==> src/rtl/irpcd_pkg.sv <==
// irpcd_pkg: shared types and constants of the ir pulse command decoder
// used by every module under rtl; depends on nothing else

package irpcd_pkg;

  localparam int unsigned MAX_INTERVALS = 50;
  localparam int unsigned COMMAND_BITS  = 8;

  localparam int unsigned TICKS_W   = 17;
  localparam int unsigned POS_W     = 6;
  localparam int unsigned BYTE_W    = 8;
  localparam int unsigned BIT_IDX_W = 3;
  localparam int unsigned CFG_IDX_W = 2;
  localparam int unsigned CFG_DAT_W = 17;
  localparam int unsigned IN_TDATA_W  = 24;
  localparam int unsigned OUT_TDATA_W = 8;

  localparam logic [TICKS_W-1:0] ZERO_MIN_RESET = TICKS_W'(1000);
  localparam logic [TICKS_W-1:0] ZERO_MAX_RESET = TICKS_W'(1600);
  localparam logic [POS_W-1:0]   FIRST_POS_RESET = POS_W'(17);
  localparam logic [BYTE_W-1:0]  BIT_STORE_RESET = '1;

  // event kinds
  localparam logic CMD_EDGE    = 1'b0;
  localparam logic CMD_TIMEOUT = 1'b1;

  // configuration register indexes
  localparam logic [CFG_IDX_W-1:0] REG_ZERO_MIN  = CFG_IDX_W'(0);
  localparam logic [CFG_IDX_W-1:0] REG_ZERO_MAX  = CFG_IDX_W'(1);
  localparam logic [CFG_IDX_W-1:0] REG_FIRST_POS = CFG_IDX_W'(2);

  typedef struct packed {
    logic [TICKS_W-1:0] zero_min;
    logic [TICKS_W-1:0] zero_max;
    logic [POS_W-1:0]   first_pos;
  } cfg_t;

endpackage

==> src/rtl/irpcd_cfg_regs.sv <==
// irpcd_cfg_regs: configuration register file of the ir pulse command decoder
// depends on irpcd_pkg

module irpcd_cfg_regs (
  input  logic                           clk,
  input  logic                           rst_n,
  input  logic                           wr_en,
  input  logic [irpcd_pkg::CFG_IDX_W-1:0] wr_index,
  input  logic [irpcd_pkg::CFG_DAT_W-1:0] wr_data,
  output irpcd_pkg::cfg_t                cfg
);

  irpcd_pkg::cfg_t cfg_r;
  irpcd_pkg::cfg_t cfg_nxt;

  always_comb begin
    cfg_nxt = cfg_r;
    if (wr_en) begin
      case (wr_index)
        irpcd_pkg::REG_ZERO_MIN:  cfg_nxt.zero_min  = wr_data[irpcd_pkg::TICKS_W-1:0];
        irpcd_pkg::REG_ZERO_MAX:  cfg_nxt.zero_max  = wr_data[irpcd_pkg::TICKS_W-1:0];
        irpcd_pkg::REG_FIRST_POS: cfg_nxt.first_pos = wr_data[irpcd_pkg::POS_W-1:0];
        default: ;
      endcase
    end
  end

  always_ff @(posedge clk) begin
    if (!rst_n) begin
      cfg_r.zero_min  <= irpcd_pkg::ZERO_MIN_RESET;
      cfg_r.zero_max  <= irpcd_pkg::ZERO_MAX_RESET;
      cfg_r.first_pos <= irpcd_pkg::FIRST_POS_RESET;
    end else begin
      cfg_r <= cfg_nxt;
    end
  end

  assign cfg = cfg_r;

endmodule

==> src/rtl/irpcd_frame_ctrl.sv <==
// irpcd_frame_ctrl: frame state, interval counter and command bit store
// depends on irpcd_pkg

module irpcd_frame_ctrl (
  input  logic                            clk,
  input  logic                            rst_n,
  input  irpcd_pkg::cfg_t                 cfg,
  input  logic                            step_en,
  input  logic                            command,
  input  logic [irpcd_pkg::TICKS_W-1:0]   interval_ticks,
  output logic                            emit,
  output logic [irpcd_pkg::BYTE_W-1:0]    command_byte
);

  logic                          frame_active_r, frame_active_nxt;
  logic [irpcd_pkg::POS_W-1:0]   edge_index_r, edge_index_nxt;
  logic [irpcd_pkg::BYTE_W-1:0]  bit_store_r, bit_store_nxt;
  logic [irpcd_pkg::POS_W-1:0]   bit_offset;
  logic                          is_zero;

  assign is_zero = (interval_ticks >= cfg.zero_min) && (interval_ticks <= cfg.zero_max);
  assign bit_offset = edge_index_r - cfg.first_pos;

  // a timeout only produces a beat inside a frame
  assign emit         = (command == irpcd_pkg::CMD_TIMEOUT) && frame_active_r;
  assign command_byte = bit_store_r;

  always_comb begin
    frame_active_nxt = frame_active_r;
    edge_index_nxt   = edge_index_r;
    bit_store_nxt    = bit_store_r;
    if (step_en) begin
      if (command == irpcd_pkg::CMD_EDGE) begin
        if (!frame_active_r) begin
          frame_active_nxt = 1'b1;
        end else if (edge_index_r < irpcd_pkg::POS_W'(irpcd_pkg::MAX_INTERVALS)) begin
          edge_index_nxt = edge_index_r + irpcd_pkg::POS_W'(1);
          if ((edge_index_r >= cfg.first_pos) &&
              (bit_offset < irpcd_pkg::POS_W'(irpcd_pkg::COMMAND_BITS))) begin
            bit_store_nxt[bit_offset[irpcd_pkg::BIT_IDX_W-1:0]] = !is_zero;
          end
        end
      end else if (frame_active_r) begin
        frame_active_nxt = 1'b0;
        edge_index_nxt   = '0;
      end
    end
  end

  always_ff @(posedge clk) begin
    if (!rst_n) begin
      frame_active_r <= 1'b0;
      edge_index_r   <= '0;
      bit_store_r    <= irpcd_pkg::BIT_STORE_RESET;
    end else begin
      frame_active_r <= frame_active_nxt;
      edge_index_r   <= edge_index_nxt;
      bit_store_r    <= bit_store_nxt;
    end
  end

endmodule

==> src/rtl/ir_pulse_command_decoder_core.sv <==
// ir_pulse_command_decoder_core: top level; input register, frame control, output register
// depends on irpcd_pkg, irpcd_cfg_regs, irpcd_frame_ctrl
// timing: an accepted beat is held in the input register and processed from there; a frame's
//   result is loaded into the output register when its closing timeout is processed
// throughput: one input beat per cycle, limited only by the single output register
// reset: rst_n low clears frame state, edge count, registers to defaults, bit store to ones

module ir_pulse_command_decoder_core (
  input  logic                                clk,
  input  logic                                rst_n,
  // input stream
  input  logic                                in_tvalid,
  output logic                                in_tready,
  input  logic [irpcd_pkg::IN_TDATA_W-1:0]    in_tdata,   // [16:0] interval_ticks, rest zero
  input  logic                                in_tuser,   // [0] command
  // result stream
  output logic                                out_tvalid,
  input  logic                                out_tready,
  output logic [irpcd_pkg::OUT_TDATA_W-1:0]   out_tdata,  // [7:0] command_byte
  // configuration writes
  input  logic                                cfg_valid,
  output logic                                cfg_ready,
  input  logic [irpcd_pkg::CFG_IDX_W-1:0]     cfg_index,
  input  logic [irpcd_pkg::CFG_DAT_W-1:0]     cfg_data
);

  irpcd_pkg::cfg_t                 cfg;
  logic                            in_valid_r, in_valid_nxt;
  logic                            in_cmd_r;
  logic [irpcd_pkg::TICKS_W-1:0]   in_ticks_r;
  logic                            out_valid_r, out_valid_nxt;
  logic [irpcd_pkg::BYTE_W-1:0]    out_byte_r;
  logic                            emit;
  logic [irpcd_pkg::BYTE_W-1:0]    command_byte;
  logic                            out_free;
  logic                            step_en;
  logic                            in_fire;

  assign cfg_ready = 1'b1;

  irpcd_cfg_regs u_cfg_regs (
    .clk      (clk),
    .rst_n    (rst_n),
    .wr_en    (cfg_valid && cfg_ready),
    .wr_index (cfg_index),
    .wr_data  (cfg_data),
    .cfg      (cfg)
  );

  irpcd_frame_ctrl u_frame_ctrl (
    .clk            (clk),
    .rst_n          (rst_n),
    .cfg            (cfg),
    .step_en        (step_en),
    .command        (in_cmd_r),
    .interval_ticks (in_ticks_r),
    .emit           (emit),
    .command_byte   (command_byte)
  );

  // registered item proceeds unless it needs an output slot that is still taken
  assign out_free  = !out_valid_r || out_tready;
  assign step_en   = in_valid_r && (!emit || out_free);
  assign in_tready = !in_valid_r || step_en;
  assign in_fire   = in_tvalid && in_tready;

  always_comb begin
    in_valid_nxt = in_valid_r;
    if (in_tready) begin
      in_valid_nxt = in_tvalid;
    end
    out_valid_nxt = out_valid_r;
    if (out_tready) begin
      out_valid_nxt = 1'b0;
    end
    if (step_en && emit) begin
      out_valid_nxt = 1'b1;
    end
  end

  always_ff @(posedge clk) begin
    if (!rst_n) begin
      in_valid_r  <= 1'b0;
      out_valid_r <= 1'b0;
    end else begin
      in_valid_r  <= in_valid_nxt;
      out_valid_r <= out_valid_nxt;
    end
  end

  always_ff @(posedge clk) begin
    if (in_fire) begin
      in_cmd_r   <= in_tuser;
      in_ticks_r <= in_tdata[irpcd_pkg::TICKS_W-1:0];
    end
    if (step_en && emit) begin
      out_byte_r <= command_byte;
    end
  end

  assign out_tvalid = out_valid_r;
  assign out_tdata  = out_byte_r;

endmodule

==> config.mk <==
export PLATFORM = sky130hd
export DESIGN_NAME = ir_pulse_command_decoder_core
export DESIGN_NICKNAME = d
export VERILOG_FILES = /design/src/rtl/irpcd_pkg.sv /design/src/rtl/irpcd_cfg_regs.sv /design/src/rtl/irpcd_frame_ctrl.sv /design/src/rtl/ir_pulse_command_decoder_core.sv
export SDC_FILE = /design/constraint.sdc
export NUM_CORES = 1
export LEC_CHECK = 0
export ABC_AREA = 1
export BUFFER_PORTS_ARGS = -buffer_cell sky130_fd_sc_hd__buf_2
export CORE_ASPECT_RATIO = 2
export CORE_MARGIN = 1
export CORE_UTILIZATION = 25
export CTS_CLUSTER_SIZE = 28
export DETAILED_ROUTE_END_ITERATION = 6
export SYNTH_ARGS = -nofsm -noshare
export SYNTH_HDL_FRONTEND = slang
export SYNTH_SLANG_ARGS = --single-unit
==> constraint.sdc <==
create_clock -name clk -period 1.8 [get_ports clk]
set_input_delay 0.54 -clock clk [delete_from_list [all_inputs] [get_ports clk]]
set_output_delay 0.54 -clock clk [all_outputs]
set_load 0.005 [all_outputs]
Yosys cells after proc, flatten, opt, wreduce, memory -nomap -nowiden:

Index checks and enable logic that the tools add are counted.

* word-level logic and storage cells: 55
* output and inout port bits: 11
* input port bits: 49
* flip-flop bits (word level): 83

* equal/unequal tests: 2
* reduce and logical (&&, ||, !) cells: 22
* bitwise logic cells: 1
* magnitude comparators: 7
* add/sub/neg operators: 2
* mux-type cells: 10

Operators by type and width (count)
* $mux W6: 4
* $ge A17 B17 Y1: 1
* $le A17 B17 Y1: 1
* $bwmux W8: 1
* $logic_and A1 B1 Y1: 7
* $add A6 B1 Y6 const B: 1
* $ge A6 B6 Y1: 1
* $lt A6 B4 Y1 const B: 1
* $lt A6 B6 Y1 const B: 1
* $reduce_and A2 Y1: 3
* $sub A6 B6 Y6: 1
* $reduce_and A5 Y1: 1
* $logic_not A1 Y1: 4
* $lt A3 B4 Y1 const B: 1
* $mux W1: 4
* $reduce_bool A2 Y1: 2
* $demux W1 S3: 1
* $ge A3 B1 Y1 const B: 1
* $logic_or A1 B1 Y1: 3
* $reduce_and A3 Y1: 1
* $eq A2 B1 Y1 const B: 1
* $eq A2 B2 Y1 const B: 1
* $logic_not A2 Y1: 1
* $not A1 Y1: 1

Logic depth before layout (Yosys ltp):

* depth in word-level cells: 6
* gate-level depth with buffers: 14
* gate-level depth less buffers: 14

By module:

From an unflattened synthesis, not the netlist that was laid out.

* cell total of the unflattened synthesis: 599
* area total of the unflattened synthesis: 4556.9 um^2

By module, submodules not included
* irpcd_frame_ctrl: times used 1, area an instance 1961.9 um^2, cells each 312
* irpcd_cfg_regs: times used 1, area an instance 1681.6 um^2, cells each 240
* ir_pulse_command_decoder_core: times used 1, area an instance 913.4 um^2, cells each 47

Worst setup path before layout:

OpenSTA, ideal clock, no wires.

* path kind: register -> register
* start: reg u_frame_ctrl.edge_index_r[0] in the netlist's numbering
* end: reg u_frame_ctrl.bit_store_r (netlist bit u_frame_ctrl.command_byte[0])
* path buffers: 0
* data required time: 1666 ps
* path slack: -63 ps
* stages on the path, launching flop included: 15
* data arrival time: 1729 ps
* cell sequence: dfxtp_1 inv_1 ha_1 inv_1 fa_1 nand2_1 inv_1 nand2_1 nand2_1 nand2_1 nand3_4 nor2_8 nand2_1 nand2_1 nand3_1

* cells in the longest elaborated chain, start to end: 6

RTL lines
* from (decl): RTL line irpcd_frame_ctrl.sv:16 `logic [irpcd_pkg::POS_W-1:0] edge_index_r, edge_index_nxt;`
* from (signal assigned): RTL line irpcd_frame_ctrl.sv:57 `edge_index_r <= edge_index_nxt;`
* $sub A6 B6 Y6: RTL line irpcd_frame_ctrl.sv:22 `assign bit_offset = edge_index_r - cfg.first_pos;`
* $lt A3 B4 Y1 (not written as such) or $ge A3 B1 Y1 (tied branches): RTL line irpcd_frame_ctrl.sv:40 `bit_store_nxt[bit_offset[irpcd_pkg::BIT_IDX_W-1:0]] = !is_zero;`
* $logic_and A1 B1 Y1 (not written as such): RTL line irpcd_frame_ctrl.sv:40
* $mux W1 (not written as such): RTL line irpcd_frame_ctrl.sv:40
* $demux W1 S3
* $bwmux W8: RTL line irpcd_frame_ctrl.sv:40
* to (signal assigned): RTL line irpcd_frame_ctrl.sv:54 `bit_store_r <= irpcd_pkg::BIT_STORE_RESET;`
* to (signal assigned): RTL line irpcd_frame_ctrl.sv:58 `bit_store_r <= bit_store_nxt;`
* to (decl): RTL line irpcd_frame_ctrl.sv:17 `logic [irpcd_pkg::BYTE_W-1:0] bit_store_r, bit_store_nxt;`

Several ways; a longest one is shown, not always the timed one.
A chain may end at the register's enable or synchronous reset.

Final worst setup path:

* start: reg u_frame_ctrl.edge_index_r[0] in the netlist's numbering
* end: reg u_frame_ctrl.bit_store_r (netlist bit u_frame_ctrl.command_byte[6])

Same word-level chain as after synthesis.

==> flow_summary_export.csv <==
group,metric,value,unit
status,status,"complete, but fails checks",
status,violations,"setup timing",
grt,grt_first_pass_wirelength,17800,um
grt,grt_antenna_before_repair,0,
layout,nets,712,
synthesis,yosys.cell_types.count,29,
timing,slew_headroom,0.601,
synthesis,yosys.area_share.simple,0.224,
timing,tns,-0.732,ns
drt,vias,3628,
drt,dr_wl_met3,221,um
worst_setup_path,crit_path_max_fanout,4,
layout,design_area,0.00548,mm2
synthesis,yosysTopAreaCell,"dfxtp_1",
placed_design,io_buffers,51,
cts,ctsHoldBuffers,0,
drt,routed_wl,11100,um
synthesis,ys_warn_count,0,
drt,highest_layer,"met4",
drt,m1WireLength,3800,um
drt,dr.first_iter.drc_count,147,
cts,cts_htree_levels,3,
floorplan,rows,67,
floorplan,initial_core_util,0.257,
worst_setup_path,r2r_end,"u_frame_ctrl.command_byte[6]",
placed_design,finalWeightedCongestion,0.818,
timing,worst_pin_slew,0.598,ns
synthesis,syn_inst,539,
worst_setup_path,startpoint_type,"flop",
worst_setup_path,slowest_delay,0.34,ns
timing,clock_skew,0.00934,ns
pwr,switchingPower,1.21,mW
layout,final_common_cell,"nand2_1",
cts,clockRootBuffer,"clkbuf_16",
min_path,whs_path_depth,1,
job,maxCapViolCount,0,
cts,numCtsBuffers,9,
placed_design,dp_hpwl,8450,um
layout,final_util,0.327,
floorplan,coreArea,0.0168,mm2
drt,post_drt_wl_per_cell,13.3,um
worst_setup_path,cp.buffers_inverters,5,
pwr,power_density,847,mW/mm2
floorplan,die_y,188,um
synthesis,synth_xor_area_frac,0.00407,
synthesis,ys_ff_latch,83,
synthesis,synth_compound_area_frac,0.111,
drt,viasPerCell,4.36,
timing,setup_viol,8,
drt,drc_errors,0,
pwr,comb_power_share,0.137,
synthesis,synth_top_family_by_area,"simple AND/OR/NAND/NOR gates",
min_path,holdCritPathClass,"in -> reg",
grt,gr-total-overflow,0,
synthesis,syn_nets,630,
timing,report.final.slew_viol_count,0,
pwr,power.share.clock,0.419,
timing,fmax,0.524,GHz
cts,cts_tree,"done",
synthesis,synth_adder_area_share,0.124,
timing,rsz0062_at_grt,"yes",
pwr,p_int,3.43,mW
grt,gr-usage-all-layers,0.136,
cts,worstSkewPairLatency,0.35,ns
floorplan,die_w,94.8,um
timing,min_period,1.91,ns
min_path,hp-start,"in_tdata[11]",
pwr,seqPwrFrac,0.443,
min_path,holdPathEnd,"in_ticks_r[11]",
timing,period_share,1.06,
pwr,p_sw_frac,0.261,
timing,setup_ws,-0.109,ns
synthesis,synth_area,0.00431,mm2
worst_setup_path,reg2reg_slack,-0.11,ns
synthesis,synth_area_leaders,"dfxtp_1 (26%), edfxtp_1 (18%), nand2_1 (12%)",
layout,drive_gt1_frac,0.224,
synthesis,synth_seq_area_share,0.446,
worst_setup_path,r2r_cells,15,
timing,finalHoldViolCount,0,
cts,cts_buffer_depth,2,
placed_design,placed_area,0.00498,mm2
layout,n_antenna_cell,0,
pwr,ir_drop,467,uV
grt,grt_pass1_vias,3750,
synthesis,synthMuxAreaShare,0,
worst_setup_path,endpoint_kind,"flop",
worst_setup_path,cpLargestDelayFamily,"simple AND/OR/NAND/NOR gates",
cts,clk_pin_slew_worst_paths,0.07,ns
drt,routed-wl-met2,6500,um
worst_setup_path,worstPathCellList,"inv_2, ha_4, inv_4, fa_2, nand2_2, buf_4, buf_4, nand3_2, nand2_2, nand2_2, buf_4, nand2_4, nor3_1, nand2_1, nand3_1",
layout,final_cell_mix,"nand2_1 (129), inv_1 (88), dfxtp_1 (54)",
layout,layout-area-overhead-vs-synth,27.1,%
worst_setup_path,cp_slowest_cell,"fa_2",
worst_setup_path,reg2reg_from,"u_frame_ctrl.edge_index_r[0]",
placed_design,dp_worst_setup_slack,-0.153,ns
worst_setup_path,criticalPathCategory,"reg -> reg",
synthesis,synth_top_area_share,0.265,
pwr,p_leak,2.54,nW
worst_setup_path,worst-endpoint-arrival,2.13,ns
grt,grt_max_degree,29,
floorplan,die_area,0.0178,mm2
drt,ant_nets,0,
cts,cts.sinks,83,
synthesis,synth_area_per_cell,7.99,um2
floorplan,io_pins,60,
drt,first_pass_iters,4,
worst_setup_path,required,2.02,ns
[cell families after synthesis]
logic type      after synthesis
simple gates                219
buf+inv                     102
compound gates               90
xor+xnor                      2
other cells                   1
fa+ha+maj                    42
flops                        83
[area by class of cell]
type                       instances  area [um2]
clock buffer                      10         250
clock inverter                     6        62.6
fill                            1815       11300
inverter                          91         344
multi-input combinational        356        2120
sequential                        83        1930
tap                              207         259
timing repair buffer              80         514
[routing by layer]
| metal | vias to the layer above | global-route usage |
|---|---|---|
| li1 | 1906 | - |
| met2 | 63 | 0.266 |
| met5 | - | 0 |
| met1 | 1633 | 0.121 |
| met3 | 26 | 0.0191 |
| met4 | 0 | 0.0886 |
[how the worst max path moves through the flow]
stage,start,endpoint,cells after the start
final,u_frame_ctrl.edge_index_r[0],u_frame_ctrl.command_byte[6],15
after detailed placement,u_frame_ctrl.edge_index_r[0],u_frame_ctrl.command_byte[0],14
after floorplan,u_frame_ctrl.edge_index_r[0],u_frame_ctrl.command_byte[0],14
after global placement,in_ticks_r[16],u_frame_ctrl.command_byte[3],11
after global routing,u_frame_ctrl.edge_index_r[0],u_frame_ctrl.command_byte[6],15
after CTS,u_frame_ctrl.edge_index_r[0],u_frame_ctrl.command_byte[0],15
[Yosys cell counts]
cell	number
conb_1	1
nand3_4	1
nand2_1	139
o21ai_1	1
nand3_1	18
o21ai_0	29
o211ai_1	10
nor3_1	12
ha_1	41
nor3_2	2
xnor2_1	1
xor2_1	1
dfxtp_1	57
a21oi_1	49
buf_2	2
nor2_2	2
nor2_1	31
a21o_1	1
nand4_1	2
nand2_4	2
fa_1	1
buf_4	1
edfxtp_1	26
clkbuf_1	8
and3_1	2
inv_1	91
nor2_4	3
nor2_8	1
nand2_2	4
[registers in the layout (all words and copies together), names as in the netlist]
register	count
out_tvalid	1
in_valid_r	1
in_cmd_r	1
u_frame_ctrl.frame_active_r	1
u_cfg_regs.cfg	40
u_frame_ctrl.edge_index_r	6
out_tdata	8
u_frame_ctrl.command_byte	8
in_ticks_r	17
[per-stage QoR]
stage                     std cells  hold slack, ns  total power [mW]
final                           833           0.370              4.64
after global routing            833           0.361              4.85
after CTS                       831           0.360              4.67
after detailed placement        807           0.415              2.69
after global placement          807           0.421              2.68
after floorplan                 539           0.409              2.45
[power groups by stage]
stage	Combinational, mW	Sequential (mW)	Clock, mW
detailed placement	0.597	2.10	0
finish	0.636	2.06	1.94
CTS	0.629	2.06	1.98
global route	0.739	2.06	2.05
global placement	0.587	2.10	0
floorplan	0.375	2.08	0
[repair_timing]
action	CTS	global route
pin swaps	14	3
setup endpoints to repair	9	9
buffers inserted	7	2
cloned	2	0
resized for setup	21	12
No activity file was read; power rests on OpenSTA's default activity.
